--- src/design/mntr_pkg.sv ---
// ----------------------------------------------------------------------------
// mntr_pkg
// Shared types and constants for the mesh neighbour table router.
// ----------------------------------------------------------------------------
package mntr_pkg;

  localparam int unsigned PEER_SLOTS_DEF = 16;

  localparam logic [31:0] TIMEOUT_RST  = 32'd60000;
  localparam logic [7:0]  MAX_HOPS_RST = 8'd5;
  localparam logic [7:0]  MAX_PLEN_RST = 8'd200;

  localparam logic signed [7:0] GW_RSSI_FLOOR = -8'sd127;
  localparam logic [47:0]       BCAST_MAC     = '1;

  typedef enum logic [1:0] {
    OP_RX    = 2'd0,
    OP_TX    = 2'd1,
    OP_CLEAN = 2'd2,
    OP_NONE  = 2'd3
  } op_e;

  typedef enum logic [2:0] {
    CFG_OWN_ID   = 3'd0,
    CFG_IS_GW    = 3'd1,
    CFG_TIMEOUT  = 3'd2,
    CFG_MAX_HOPS = 3'd3,
    CFG_MAX_PLEN = 3'd4
  } cfg_idx_e;

  typedef enum logic [3:0] {
    ST_LOCAL   = 4'd0,
    ST_BCAST   = 4'd1,
    ST_DIRECT  = 4'd2,
    ST_GW      = 4'd3,
    ST_NOROUTE = 4'd4,
    ST_HOPLIM  = 4'd5,
    ST_NOTOURS = 4'd6,
    ST_TOOBIG  = 4'd7,
    ST_CLEANED = 4'd8
  } status_e;

  typedef enum logic [2:0] {
    FSM_IDLE,
    FSM_LOOKUP,
    FSM_UPDATE,
    FSM_ROUTE,
    FSM_SWEEP,
    FSM_RESULT
  } fsm_e;

  typedef struct packed {
    logic [47:0]       mac;
    logic [31:0]       node;
    logic signed [7:0] strength;
    logic [31:0]       seen_ms;
    logic              gw;
  } entry_t;

  typedef struct packed {
    logic [31:0] own_id;
    logic        is_gw;
    logic [31:0] timeout;
    logic [7:0]  max_hops;
    logic [7:0]  max_plen;
  } cfg_t;

  typedef struct packed {
    logic [1:0]        op;
    logic [31:0]       now_ms;
    logic [47:0]       src_mac;
    logic [31:0]       src_node;
    logic signed [7:0] rssi;
    logic              sender_is_gateway;
    logic [31:0]       dst_node;
    logic              target_is_broadcast;
    logic [7:0]        hops_in;
    logic [7:0]        data_len;
  } item_t;

  typedef struct packed {
    status_e     status;
    logic [47:0] next_hop_mac;
    logic [7:0]  hop_out;
    logic [15:0] sequence_res;
    logic [4:0]  peer_count;
    logic [4:0]  removed_count;
    logic        peer_is_new;
    logic        table_full;
  } result_t;

endpackage

--- src/design/mntr_if.sv ---
// ----------------------------------------------------------------------------
// mntr_in_if / mntr_out_if
// Valid/ready channels carrying request and result items.
// ----------------------------------------------------------------------------
interface mntr_in_if;
  logic              valid;
  logic              ready;
  logic [1:0]        op;
  logic [31:0]       now_ms;
  logic [47:0]       src_mac;
  logic [31:0]       src_node;
  logic signed [7:0] rssi;
  logic              sender_is_gateway;
  logic [31:0]       dst_node;
  logic              target_is_broadcast;
  logic [7:0]        hops_in;
  logic [7:0]        data_len;

  modport source (output valid, op, now_ms, src_mac, src_node, rssi, sender_is_gateway,
                  dst_node, target_is_broadcast, hops_in, data_len, input ready);
  modport sink (input valid, op, now_ms, src_mac, src_node, rssi, sender_is_gateway,
                dst_node, target_is_broadcast, hops_in, data_len, output ready);
endinterface

interface mntr_out_if;
  logic        valid;
  logic        ready;
  logic [3:0]  status;
  logic [47:0] next_hop_mac;
  logic [7:0]  hop_out;
  logic [15:0] sequence_res;
  logic [4:0]  peer_count;
  logic [4:0]  removed_count;
  logic        peer_is_new;
  logic        table_full;

  modport source (output valid, status, next_hop_mac, hop_out, sequence_res, peer_count,
                  removed_count, peer_is_new, table_full, input ready);
  modport sink (input valid, status, next_hop_mac, hop_out, sequence_res, peer_count,
                removed_count, peer_is_new, table_full, output ready);
endinterface

--- src/design/mntr_mem.sv ---
// ----------------------------------------------------------------------------
// mntr_mem
// Peer table storage: one write port, one read port, registered read data.
// ----------------------------------------------------------------------------
module mntr_mem #(
  parameter int unsigned Slots = 16,
  parameter int unsigned IdxW  = 4
) (
  input  logic                  clk_i,
  input  logic                  we_i,
  input  logic [IdxW-1:0]       waddr_i,
  input  mntr_pkg::entry_t      wdata_i,
  input  logic                  re_i,
  input  logic [IdxW-1:0]       raddr_i,
  output mntr_pkg::entry_t      rdata_o
);
  import mntr_pkg::*;

  entry_t mem [Slots];
  entry_t rdata_q;

  always_ff @(posedge clk_i) begin
    if (we_i) begin
      mem[waddr_i] <= wdata_i;
    end
    if (re_i) begin
      rdata_q <= mem[raddr_i];
    end
  end

  assign rdata_o = rdata_q;

endmodule

--- src/design/mntr_ctrl.sv ---
// ----------------------------------------------------------------------------
// mntr_ctrl
// Sequencer: scans the peer table, updates, compacts and routes.
// ----------------------------------------------------------------------------
module mntr_ctrl #(
  parameter int unsigned PeerSlots = 16
) (
  input  logic           clk_i,
  input  logic           rst_ni,
  input  mntr_pkg::cfg_t cfg_i,
  mntr_in_if.sink        in_if,
  mntr_out_if.source     out_if
);
  import mntr_pkg::*;

  localparam int unsigned IdxW = (PeerSlots > 1) ? $clog2(PeerSlots) : 1;
  localparam int unsigned CntW = $clog2(PeerSlots + 1);

  fsm_e            state_q, state_d;
  item_t           itm_q;
  result_t         res_q, out_q;
  logic            out_valid_q;
  logic [15:0]     seq_q;
  logic [CntW-1:0] cnt_q, addr_q, wp_q;
  logic            rv_q;
  logic [IdxW-1:0] ridx_q, fidx_q;
  logic            found_q, dfound_q, bfound_q;
  entry_t          fent_q;
  logic [47:0]     dmac_q, bmac_q;
  logic signed [7:0] brssi_q;
  logic [7:0]      rhop_q;

  entry_t          rdata;
  logic            mem_we, mem_re;
  logic [IdxW-1:0] mem_waddr;
  entry_t          mem_wdata;

  logic            in_acc, scan_done, rd_en, keep, res_go, local_hit, room;
  logic [8:0]      h1;
  entry_t          new_ent, upd_ent;
  result_t         res_init, res_fin;

  mntr_mem #(.Slots(PeerSlots), .IdxW(IdxW)) u_mem (
    .clk_i   (clk_i),
    .we_i    (mem_we),
    .waddr_i (mem_waddr),
    .wdata_i (mem_wdata),
    .re_i    (mem_re),
    .raddr_i (addr_q[IdxW-1:0]),
    .rdata_o (rdata)
  );

  assign in_if.ready = (state_q == FSM_IDLE);
  assign in_acc      = in_if.valid && in_if.ready;
  assign scan_done   = (addr_q == cnt_q) && !rv_q;
  assign res_go      = !out_valid_q || out_if.ready;
  assign local_hit   = itm_q.target_is_broadcast || (itm_q.dst_node == cfg_i.own_id);
  assign h1          = {1'b0, itm_q.hops_in} + 9'd1;
  assign room        = cnt_q < CntW'(PeerSlots);
  assign keep        = !((itm_q.now_ms - rdata.seen_ms) > cfg_i.timeout);

  always_comb begin
    new_ent = '{mac: itm_q.src_mac, node: itm_q.src_node, strength: itm_q.rssi,
                seen_ms: itm_q.now_ms, gw: itm_q.sender_is_gateway};
    upd_ent = fent_q;
    upd_ent.strength = itm_q.rssi;
    upd_ent.seen_ms  = itm_q.now_ms;
    // initial result of an accepted item; sends that skip the scan are final here
    res_init = '{status: ST_NOTOURS, default: '0};
    if (op_e'(in_if.op) == OP_TX) begin
      if (in_if.data_len > cfg_i.max_plen) begin
        res_init.status = ST_TOOBIG;
      end else begin
        res_init.sequence_res = seq_q;
        if (in_if.target_is_broadcast) begin
          res_init.status       = ST_BCAST;
          res_init.next_hop_mac = BCAST_MAC;
        end
      end
    end
    res_fin = res_q;
    res_fin.peer_count = 5'(cnt_q);
  end

  // next state
  always_comb begin
    state_d = state_q;
    unique case (state_q)
      FSM_IDLE: begin
        if (in_acc) begin
          unique case (op_e'(in_if.op))
            OP_RX:    state_d = FSM_LOOKUP;
            OP_TX: begin
              if (in_if.data_len > cfg_i.max_plen || in_if.target_is_broadcast) begin
                state_d = FSM_RESULT;
              end else begin
                state_d = FSM_ROUTE;
              end
            end
            OP_CLEAN: state_d = FSM_SWEEP;
            default:  state_d = FSM_RESULT;
          endcase
        end
      end
      FSM_LOOKUP: if (scan_done) state_d = FSM_UPDATE;
      FSM_UPDATE: begin
        if (local_hit || !cfg_i.is_gw || !(h1 < {1'b0, cfg_i.max_hops})) begin
          state_d = FSM_RESULT;
        end else begin
          state_d = FSM_ROUTE;
        end
      end
      FSM_ROUTE:  if (scan_done) state_d = FSM_RESULT;
      FSM_SWEEP:  if (scan_done) state_d = FSM_RESULT;
      FSM_RESULT: if (res_go) state_d = FSM_IDLE;
      default:    state_d = FSM_IDLE;
    endcase
  end

  // memory control
  always_comb begin
    rd_en     = 1'b0;
    mem_we    = 1'b0;
    mem_waddr = wp_q[IdxW-1:0];
    mem_wdata = rdata;
    unique case (state_q)
      FSM_LOOKUP, FSM_ROUTE: rd_en = addr_q < cnt_q;
      FSM_SWEEP: begin
        rd_en  = addr_q < cnt_q;
        mem_we = rv_q && keep;
      end
      FSM_UPDATE: begin
        mem_we    = found_q || room;
        mem_waddr = found_q ? fidx_q : cnt_q[IdxW-1:0];
        mem_wdata = found_q ? upd_ent : new_ent;
      end
      default: ;
    endcase
    mem_re = rd_en;
  end

  always_ff @(posedge clk_i or negedge rst_ni) begin
    if (!rst_ni) begin
      state_q     <= FSM_IDLE;
      out_valid_q <= 1'b0;
      seq_q       <= '0;
      cnt_q       <= '0;
      addr_q      <= '0;
      wp_q        <= '0;
      rv_q        <= 1'b0;
    end else begin
      state_q <= state_d;
      if (state_q == FSM_RESULT && res_go) begin
        out_valid_q <= 1'b1;
      end else if (out_if.ready) begin
        out_valid_q <= 1'b0;
      end
      // no read is issued while idle or updating, so this also clears it there
      rv_q <= rd_en;
      if (rd_en) addr_q <= addr_q + CntW'(1);
      if (in_acc) begin
        addr_q <= '0;
        wp_q   <= '0;
        if (op_e'(in_if.op) == OP_TX && !(in_if.data_len > cfg_i.max_plen)) begin
          seq_q <= seq_q + 16'd1;
        end
      end
      if (state_q == FSM_UPDATE) begin
        addr_q <= '0;
        if (!found_q && room) cnt_q <= cnt_q + CntW'(1);
      end
      if (state_q == FSM_SWEEP) begin
        if (rv_q && keep) wp_q <= wp_q + CntW'(1);
        if (scan_done) cnt_q <= wp_q;
      end
    end
  end

  // payload registers
  always_ff @(posedge clk_i) begin
    if (state_q == FSM_RESULT && res_go) begin
      out_q <= res_fin;
    end
    ridx_q <= addr_q[IdxW-1:0];
    unique case (state_q)
      FSM_IDLE: begin
        if (in_acc) begin
          itm_q    <= '{op: in_if.op, now_ms: in_if.now_ms, src_mac: in_if.src_mac,
                        src_node: in_if.src_node, rssi: in_if.rssi,
                        sender_is_gateway: in_if.sender_is_gateway,
                        dst_node: in_if.dst_node,
                        target_is_broadcast: in_if.target_is_broadcast,
                        hops_in: in_if.hops_in, data_len: in_if.data_len};
          res_q    <= res_init;
          found_q  <= 1'b0;
          dfound_q <= 1'b0;
          bfound_q <= 1'b0;
          brssi_q  <= GW_RSSI_FLOOR;
          rhop_q   <= '0;
        end
      end
      FSM_LOOKUP: begin
        if (rv_q && !found_q && rdata.mac == itm_q.src_mac) begin
          found_q <= 1'b1;
          fidx_q  <= ridx_q;
          fent_q  <= rdata;
        end
      end
      FSM_UPDATE: begin
        res_q.peer_is_new <= !found_q && room;
        res_q.table_full  <= !found_q && !room;
        rhop_q            <= h1[7:0];
        priority if (local_hit) begin
          res_q.status  <= ST_LOCAL;
          res_q.hop_out <= itm_q.hops_in;
        end else if (!cfg_i.is_gw) begin
          res_q.status  <= ST_NOTOURS;
          res_q.hop_out <= itm_q.hops_in;
        end else begin
          res_q.status  <= ST_HOPLIM;
          res_q.hop_out <= h1[7:0];
        end
      end
      FSM_ROUTE: begin
        if (rv_q) begin
          if (!dfound_q && rdata.node == itm_q.dst_node) begin
            dfound_q <= 1'b1;
            dmac_q   <= rdata.mac;
          end
          if (rdata.gw && rdata.strength > brssi_q) begin
            bfound_q <= 1'b1;
            brssi_q  <= rdata.strength;
            bmac_q   <= rdata.mac;
          end
        end
        if (scan_done) begin
          priority if (dfound_q) begin
            res_q.status       <= ST_DIRECT;
            res_q.next_hop_mac <= dmac_q;
            res_q.hop_out      <= rhop_q;
          end else if (bfound_q) begin
            res_q.status       <= ST_GW;
            res_q.next_hop_mac <= bmac_q;
            res_q.hop_out      <= rhop_q + 8'd1;
          end else begin
            res_q.status       <= ST_NOROUTE;
            res_q.next_hop_mac <= '0;
            res_q.hop_out      <= rhop_q;
          end
        end
      end
      FSM_SWEEP: begin
        if (scan_done) begin
          res_q.status        <= ST_CLEANED;
          res_q.removed_count <= 5'(cnt_q - wp_q);
        end
      end
      default: ;
    endcase
  end

  assign out_if.valid         = out_valid_q;
  assign out_if.status        = out_q.status;
  assign out_if.next_hop_mac  = out_q.next_hop_mac;
  assign out_if.hop_out       = out_q.hop_out;
  assign out_if.sequence_res  = out_q.sequence_res;
  assign out_if.peer_count    = out_q.peer_count;
  assign out_if.removed_count = out_q.removed_count;
  assign out_if.peer_is_new   = out_q.peer_is_new;
  assign out_if.table_full    = out_q.table_full;

endmodule

--- src/design/mesh_neighbor_table_router.sv ---
// ----------------------------------------------------------------------------
// mesh_neighbor_table_router
// Neighbour table and frame router for a mesh node.
// ----------------------------------------------------------------------------
// One item at a time. The peer table sits in a single-port-write, registered-
// read RAM kept packed in insertion order, with the fill count as valid state.
// A receive scans the table once for the source address, writes the refresh
// or append, and when forwarding scans again for routing. A send scans once,
// a broadcast or refused send skips the scan. A cleanup streams every entry
// through the read port and writes survivors back at a trailing pointer,
// compacting in place. Each item also passes the accept and the result state.
// The table read port sets the pace. A finished result waits in an output
// register; the next item is taken meanwhile. No clearing pass is needed
// after reset.
// ----------------------------------------------------------------------------
module mesh_neighbor_table_router #(
  parameter int unsigned PEER_SLOTS = mntr_pkg::PEER_SLOTS_DEF
) (
  input  logic        clk_i,
  input  logic        rst_ni,
  input  logic        cfg_we_i,
  input  logic [2:0]  cfg_idx_i,
  input  logic [31:0] cfg_wdata_i,
  mntr_in_if.sink     in_if,
  mntr_out_if.source  out_if
);
  import mntr_pkg::*;

  cfg_t cfg_q;

  // config registers, to be written only while idle; the block does not enforce it
  always_ff @(posedge clk_i or negedge rst_ni) begin
    if (!rst_ni) begin
      cfg_q <= '{own_id: '0, is_gw: 1'b0, timeout: TIMEOUT_RST,
                 max_hops: MAX_HOPS_RST, max_plen: MAX_PLEN_RST};
    end else if (cfg_we_i) begin
      unique case (cfg_idx_i)
        CFG_OWN_ID:   cfg_q.own_id   <= cfg_wdata_i;
        CFG_IS_GW:    cfg_q.is_gw    <= cfg_wdata_i[0];
        CFG_TIMEOUT:  cfg_q.timeout  <= cfg_wdata_i;
        CFG_MAX_HOPS: cfg_q.max_hops <= cfg_wdata_i[7:0];
        CFG_MAX_PLEN: cfg_q.max_plen <= cfg_wdata_i[7:0];
        default: ;
      endcase
    end
  end

  mntr_ctrl #(.PeerSlots(PEER_SLOTS)) u_ctrl (
    .clk_i  (clk_i),
    .rst_ni (rst_ni),
    .cfg_i  (cfg_q),
    .in_if  (in_if),
    .out_if (out_if)
  );

  // an accepted item keeps the input closed for at least the next cycle
  a_busy_after_accept: assert property (@(posedge clk_i) disable iff (!rst_ni)
    (in_if.valid && in_if.ready) |=> !in_if.ready)
    else $error("input open right after accept");

  // a refused send never consumes a sequence number
  a_toobig_no_seq: assert property (@(posedge clk_i) disable iff (!rst_ni)
    (out_if.valid && out_if.status == ST_TOOBIG) |-> (out_if.sequence_res == 16'd0))
    else $error("refused send carries a sequence number");

  // insert and overflow flags are exclusive
  a_new_full_excl: assert property (@(posedge clk_i) disable iff (!rst_ni)
    out_if.valid |-> !(out_if.peer_is_new && out_if.table_full))
    else $error("peer_is_new and table_full both set");

endmodule

--- src/flat_wrapper.sv ---
// flat-port wrapper written by rule: the top's interface ports become plain ports
module mesh_neighbor_table_router_flat import mntr_pkg::*;
#(
  parameter int unsigned PEER_SLOTS = mntr_pkg::PEER_SLOTS_DEF
)
  (clk_i, rst_ni, cfg_we_i, cfg_idx_i, cfg_wdata_i, in_if_valid, in_if_op, in_if_now_ms, in_if_src_mac, in_if_src_node, in_if_rssi, in_if_sender_is_gateway, in_if_dst_node, in_if_target_is_broadcast, in_if_hops_in, in_if_data_len, in_if_ready, out_if_valid, out_if_status, out_if_next_hop_mac, out_if_hop_out, out_if_sequence_res, out_if_peer_count, out_if_removed_count, out_if_peer_is_new, out_if_table_full, out_if_ready);
  mntr_in_if in_if_i ();
  mntr_out_if out_if_i ();
  input  logic clk_i;
  input  logic rst_ni;
  input  logic cfg_we_i;
  input  logic [2:0] cfg_idx_i;
  input  logic [31:0] cfg_wdata_i;
  input wire logic [$bits(in_if_i.valid)-1:0] in_if_valid;
  input wire logic [$bits(in_if_i.op)-1:0] in_if_op;
  input wire logic [$bits(in_if_i.now_ms)-1:0] in_if_now_ms;
  input wire logic [$bits(in_if_i.src_mac)-1:0] in_if_src_mac;
  input wire logic [$bits(in_if_i.src_node)-1:0] in_if_src_node;
  input wire logic [$bits(in_if_i.rssi)-1:0] in_if_rssi;
  input wire logic [$bits(in_if_i.sender_is_gateway)-1:0] in_if_sender_is_gateway;
  input wire logic [$bits(in_if_i.dst_node)-1:0] in_if_dst_node;
  input wire logic [$bits(in_if_i.target_is_broadcast)-1:0] in_if_target_is_broadcast;
  input wire logic [$bits(in_if_i.hops_in)-1:0] in_if_hops_in;
  input wire logic [$bits(in_if_i.data_len)-1:0] in_if_data_len;
  output wire logic [$bits(in_if_i.ready)-1:0] in_if_ready;
  output wire logic [$bits(out_if_i.valid)-1:0] out_if_valid;
  output wire logic [$bits(out_if_i.status)-1:0] out_if_status;
  output wire logic [$bits(out_if_i.next_hop_mac)-1:0] out_if_next_hop_mac;
  output wire logic [$bits(out_if_i.hop_out)-1:0] out_if_hop_out;
  output wire logic [$bits(out_if_i.sequence_res)-1:0] out_if_sequence_res;
  output wire logic [$bits(out_if_i.peer_count)-1:0] out_if_peer_count;
  output wire logic [$bits(out_if_i.removed_count)-1:0] out_if_removed_count;
  output wire logic [$bits(out_if_i.peer_is_new)-1:0] out_if_peer_is_new;
  output wire logic [$bits(out_if_i.table_full)-1:0] out_if_table_full;
  input wire logic [$bits(out_if_i.ready)-1:0] out_if_ready;
  assign in_if_i.valid = in_if_valid;
  assign in_if_i.op = in_if_op;
  assign in_if_i.now_ms = in_if_now_ms;
  assign in_if_i.src_mac = in_if_src_mac;
  assign in_if_i.src_node = in_if_src_node;
  assign in_if_i.rssi = in_if_rssi;
  assign in_if_i.sender_is_gateway = in_if_sender_is_gateway;
  assign in_if_i.dst_node = in_if_dst_node;
  assign in_if_i.target_is_broadcast = in_if_target_is_broadcast;
  assign in_if_i.hops_in = in_if_hops_in;
  assign in_if_i.data_len = in_if_data_len;
  assign in_if_ready = in_if_i.ready;
  assign out_if_valid = out_if_i.valid;
  assign out_if_status = out_if_i.status;
  assign out_if_next_hop_mac = out_if_i.next_hop_mac;
  assign out_if_hop_out = out_if_i.hop_out;
  assign out_if_sequence_res = out_if_i.sequence_res;
  assign out_if_peer_count = out_if_i.peer_count;
  assign out_if_removed_count = out_if_i.removed_count;
  assign out_if_peer_is_new = out_if_i.peer_is_new;
  assign out_if_table_full = out_if_i.table_full;
  assign out_if_i.ready = out_if_ready;
  mesh_neighbor_table_router #(.PEER_SLOTS(PEER_SLOTS)) u_core (.clk_i(clk_i), .rst_ni(rst_ni), .cfg_we_i(cfg_we_i), .cfg_idx_i(cfg_idx_i), .cfg_wdata_i(cfg_wdata_i), .in_if(in_if_i), .out_if(out_if_i));
endmodule
--- config.mk ---
export PLATFORM = sky130hd
export DESIGN_NAME = mesh_neighbor_table_router_flat
export DESIGN_NICKNAME = d
export VERILOG_FILES = /design/src/design/mntr_pkg.sv /design/src/design/mntr_if.sv /design/src/design/mntr_mem.sv /design/src/design/mntr_ctrl.sv /design/src/design/mesh_neighbor_table_router.sv /design/src/flat_wrapper.sv
export SDC_FILE = /design/constraint.sdc
export NUM_CORES = 2
export LEC_CHECK = 0
export ABC_AREA = 1
export BUFFER_PORTS_ARGS = -buffer_cell sky130_fd_sc_hd__clkbuf_2
export CORE_MARGIN = 2
export CORE_UTILIZATION = 52
export CTS_CLUSTER_SIZE = 30
export DETAILED_ROUTE_END_ITERATION = 10
export HOLD_SLACK_MARGIN = 0.15
export PLACE_DENSITY = 0.7
export SKIP_CTS_REPAIR_TIMING = 1
export SLEW_MARGIN = 20
export SYNTH_ARGS = -nofsm -noshare
export SYNTH_HDL_FRONTEND = slang
export SYNTH_SLANG_ARGS = --single-unit
export TNS_END_PERCENT = 5
--- constraint.sdc ---
create_clock -name clk_i -period 10.39 [get_ports clk_i]
set_clock_uncertainty 0.1 [all_clocks]
set_input_delay 1.5585 -clock clk_i [delete_from_list [all_inputs] [get_ports clk_i]]
set_output_delay 1.5585 -clock clk_i [all_outputs]
set_load 0.02 [all_outputs]
==> impl_metrics.yaml <==
floorplanning:
  fp.dieW_um: 461
  fp-row-count: 167
  die_area_sq_um: 213000
  ios: 302
  core_area_sq_um: 207000
  die_h_um: 461
  start_util_pct: 52.4
routing:
  ant_nets: 0
  drtIter0Drc: 8509
  drc: 0
  num_vias: 68212
  drt-vias-per-instance: 6.03
  dr.pass1.iters: 6
  route.final.wire_length_um: 284000
  post_drt_wl_per_cell_um: 25.1
power:
  p_total_uw: 35700
  cellPowerDensity_nw_per_um2: 293
  cellLeakagePower_uw: 0.0421
  ir_drop_mv: 0.290
sta:
  setup-violations-final: 0
  max_freq_ghz: 0.153
  rsz0062_at_grt: "no"
  slew_headroom_pct: 3.32
  tightest_slew_ns: 1.45
  final_max_slew_viol_count: 0
  fin_crit_sh_pct: 63.0
  setup_slack_ns: 3.84
  tns_ns: 0
  hold_viol: 0
  post-route-min-period_ns: 6.55
logic_synthesis:
  ys_seq_elements: 2711
  syn_inst: 8037
  yosysWarningCount: 0
  synth_top_family_by_area: "simple AND/OR/NAND/NOR gates"
  yosys.area_share.simple_pct: 9.78
  synth.avg_cell_area_sq_um: 13.5
  seq_area_frac_synth_pct: 74.4
  synthAdderAreaFrac_pct: 1.20
  muxShareOfSynthArea_pct: 1.91
  synth.distinct_cells: 54
  syn_area_sq_um: 109000
  synth-xor-area-share_pct: 0.806
  synthesis.nets: 8352
  synth_compound_area_share_pct: 8.67
worst_setup_path:
  cp.depth: 24
  critical-path-top-delay-family: "simple AND/OR/NAND/NOR gates"
  reg2reg_depth: 24
  slowest_delay_ns: 0.88
  crit_buf_inv: 3
  cp.required_ns: 10.81
  start_kind: "register"
  crit_path_end_kind: "register"
  critPathMaxFanout: 41
  cpMostUsedCell: "nand2_1"
  crit_type: "reg2reg"
  arrival_ns: 6.97
  crit_chain: "inv_1, ha_1, inv_1, fa_1, nand3_1, nand2_1, a21oi_1, o21bai_1, nand2_1, nand2_1, a21oi_1, xnor2_1, ha_1, nand2_1, nor2_1, nand3b_1, nor3b_2, nand4_1, nand2_2, nand2_2, nand2_4, nand2_2, nor2_4, buf_4"
  reg2reg_slack_ns: 3.84
  slowest_stage: "nor2_4"
global_route:
  grt_max_degree: 250
  grt_use_total_pct: 26.3
  grt_antenna_before_repair: 23
  grt_pass1_wl_um: 416000
  overflow: 0
  grt_pass1_vias: 65012
min_path:
  hold_path_class: "reg2reg"
  whs_path_depth: 0
cts:
  clkLatencyLatePin_ns: 0.93
  clk_pin_slew_ns: 0.06
  htreeDepth: 5
  cts_sinks: 2711
  cts_max_path_buffers: 4
  cts_root_buf: "clkbuf_16"
  tritoncts: "done"
  cts_made_buffers: 288
cells_and_area:
  drive_gt1_share_pct: 11.2
  multiInputGateArea_sq_um: 24800
  fillerInstances: 15701
  nets: 8631
  area.sequential_sq_um: 80800
  area_growth_syn_to_layout_pct: 12.3
outcome:
  status: "finished clean"
placed_design:
  portBuffers: 301
  dp_hpwl_um: 162000
  gp_congestion: 0.898
  place_worst_setup_slack_ns: 3.76
job:
  max_cap_violations: 0
## area by class of cell
class	count	share of cell area, %
multi-input cells	4468	20.3
inverters	398	1.26
clock buffers	371	6.37
flip-flops and latches	2711	66.2
well taps	2788	2.86
clock inverters	121	0.707
diodes	4	0.00820
repair buffers	449	2.28
## registers in the layout (all words and copies together) (netlist names), 8 cells and up
register / flops
u_core.u_ctrl.res_fin: 83
u_core.u_ctrl.brssi_q: 8
u_core.u_ctrl.fent_q: 81
u_core.u_ctrl.bmac_q: 48
u_core.u_ctrl.rhop_q: 8
u_core.u_ctrl.u_mem.mem: 1936
u_core.u_ctrl.out_if.hop_out: 8
u_core.cfg_q: 81
u_core.u_ctrl.dmac_q: 48
u_core.u_ctrl.out_if.next_hop_mac: 48
u_core.u_ctrl.seq_q: 16
u_core.u_ctrl.out_if.sequence_res: 16
u_core.u_ctrl.itm_q: 162
u_core.u_ctrl.u_mem.rdata_o: 121
## per-stage QoR
stage,area [sq um],std cells,utilization [%],hold WS [ns]
2_1_floorplan,109000,8037,-,0.266
3_3_place_gp,113000,10813,54.5,0.288
3_5_place_dp,113000,10813,54.5,0.289
4_1_cts,122000,11305,58.7,0.302
5_1_grt,122000,11307,58.8,0.317
6_report,122000,11310,58.8,0.304
## logic make-up after synthesis
family	count (synthesis)
flip-flops	2711
multiplexers	207
AO/OA/AOI/OAI	1439
buffers and inverters	858
AND/OR/NAND/NOR	2619
adder cells (fa/ha/maj)	103
XOR/XNOR	100
## cells in the mapped netlist, drive strengths merged
cell	n	area, sq um
a211oi	4	30.0
a21boi	3	22.5
a21o	12	90.1
a21oi	70	358
a221oi	2	17.5
a22o	2	17.5
a31oi	66	413
and3b	1	8.76
buf	196	1060
clkbuf	264	991
clkinv	1	3.75
dfrtp	105	2630
dfstp	12	315
dfxtp	4	80.1
edfxtp	2590	77800
fa	2	40.0
ha	101	1260
inv	397	1500
mux2i	207	2070
nand2	848	3220
nand3	413	2070
nand3b	3	22.5
nand4	27	169
nor2	1288	4890
nor3	23	120
nor3b	1	12.5
nor4	14	103
o2111ai	4	35.0
o211ai	64	480
o21a	4	30.0
o21ai	690	3470
o21bai	3	22.5
o221ai	210	1840
o22ai	28	175
o32ai	277	2430
or2	1	6.26
xnor2	23	201
xor2	77	674
## path summary, 6_finish.rpt
kind / startpoint / endpoint
max: u_core.u_ctrl.itm_q[138] / u_core.u_ctrl.u_mem.mem[13][42]
min in group asynchronous: rst_ni / u_core.cfg_q[65]
min: u_core.u_ctrl.ridx_q[0] / u_core.u_ctrl.fidx_q[0]
max in group asynchronous: rst_ni / u_core.u_ctrl.addr_q[2]
min reg2reg: u_core.u_ctrl.ridx_q[0] / u_core.u_ctrl.fidx_q[0]
max reg2reg: u_core.u_ctrl.itm_q[138] / u_core.u_ctrl.u_mem.mem[13][42]
## report_power, final
group | internal (uW) | total, uW | switching [uW]
clock network | 5530 | 9550 | 4030
logic | 2810 | 10200 | 7420
registers | 15000 | 16000 | 949
## per-layer routing
layer  share of wire, %  up-vias  global-route usage [%]  wire (um)
met5              0.020        -                       0         56
li1                   -    30232                       -          -
met4                3.4        8                    9.36       9780
met3                9.8      517                    4.70      27900
met1                 41    33974                    37.7     115000
met2                 46     3481                    40.6     131000
## cells in the final DEF (no fill, tap or decap), drive strengths merged, types with 11 or more instances in the layout
cell	count
edfxtp	2590
o22ai	28
mux2i	207
buf	149
a21o	12
clkinv	101
ha	101
nor2	1288
clkbuf	671
o221ai	210
dfrtp	105
dfstp	12
nand4	27
inv	401
o32ai	277
nor3	23
a31oi	66
nand3	413
nand2	848
a21oi	70
bufinv	11
xnor2	23
nor4	14
o211ai	64
o21ai	690
xor2	77
(Power assumes the default switching activity.)
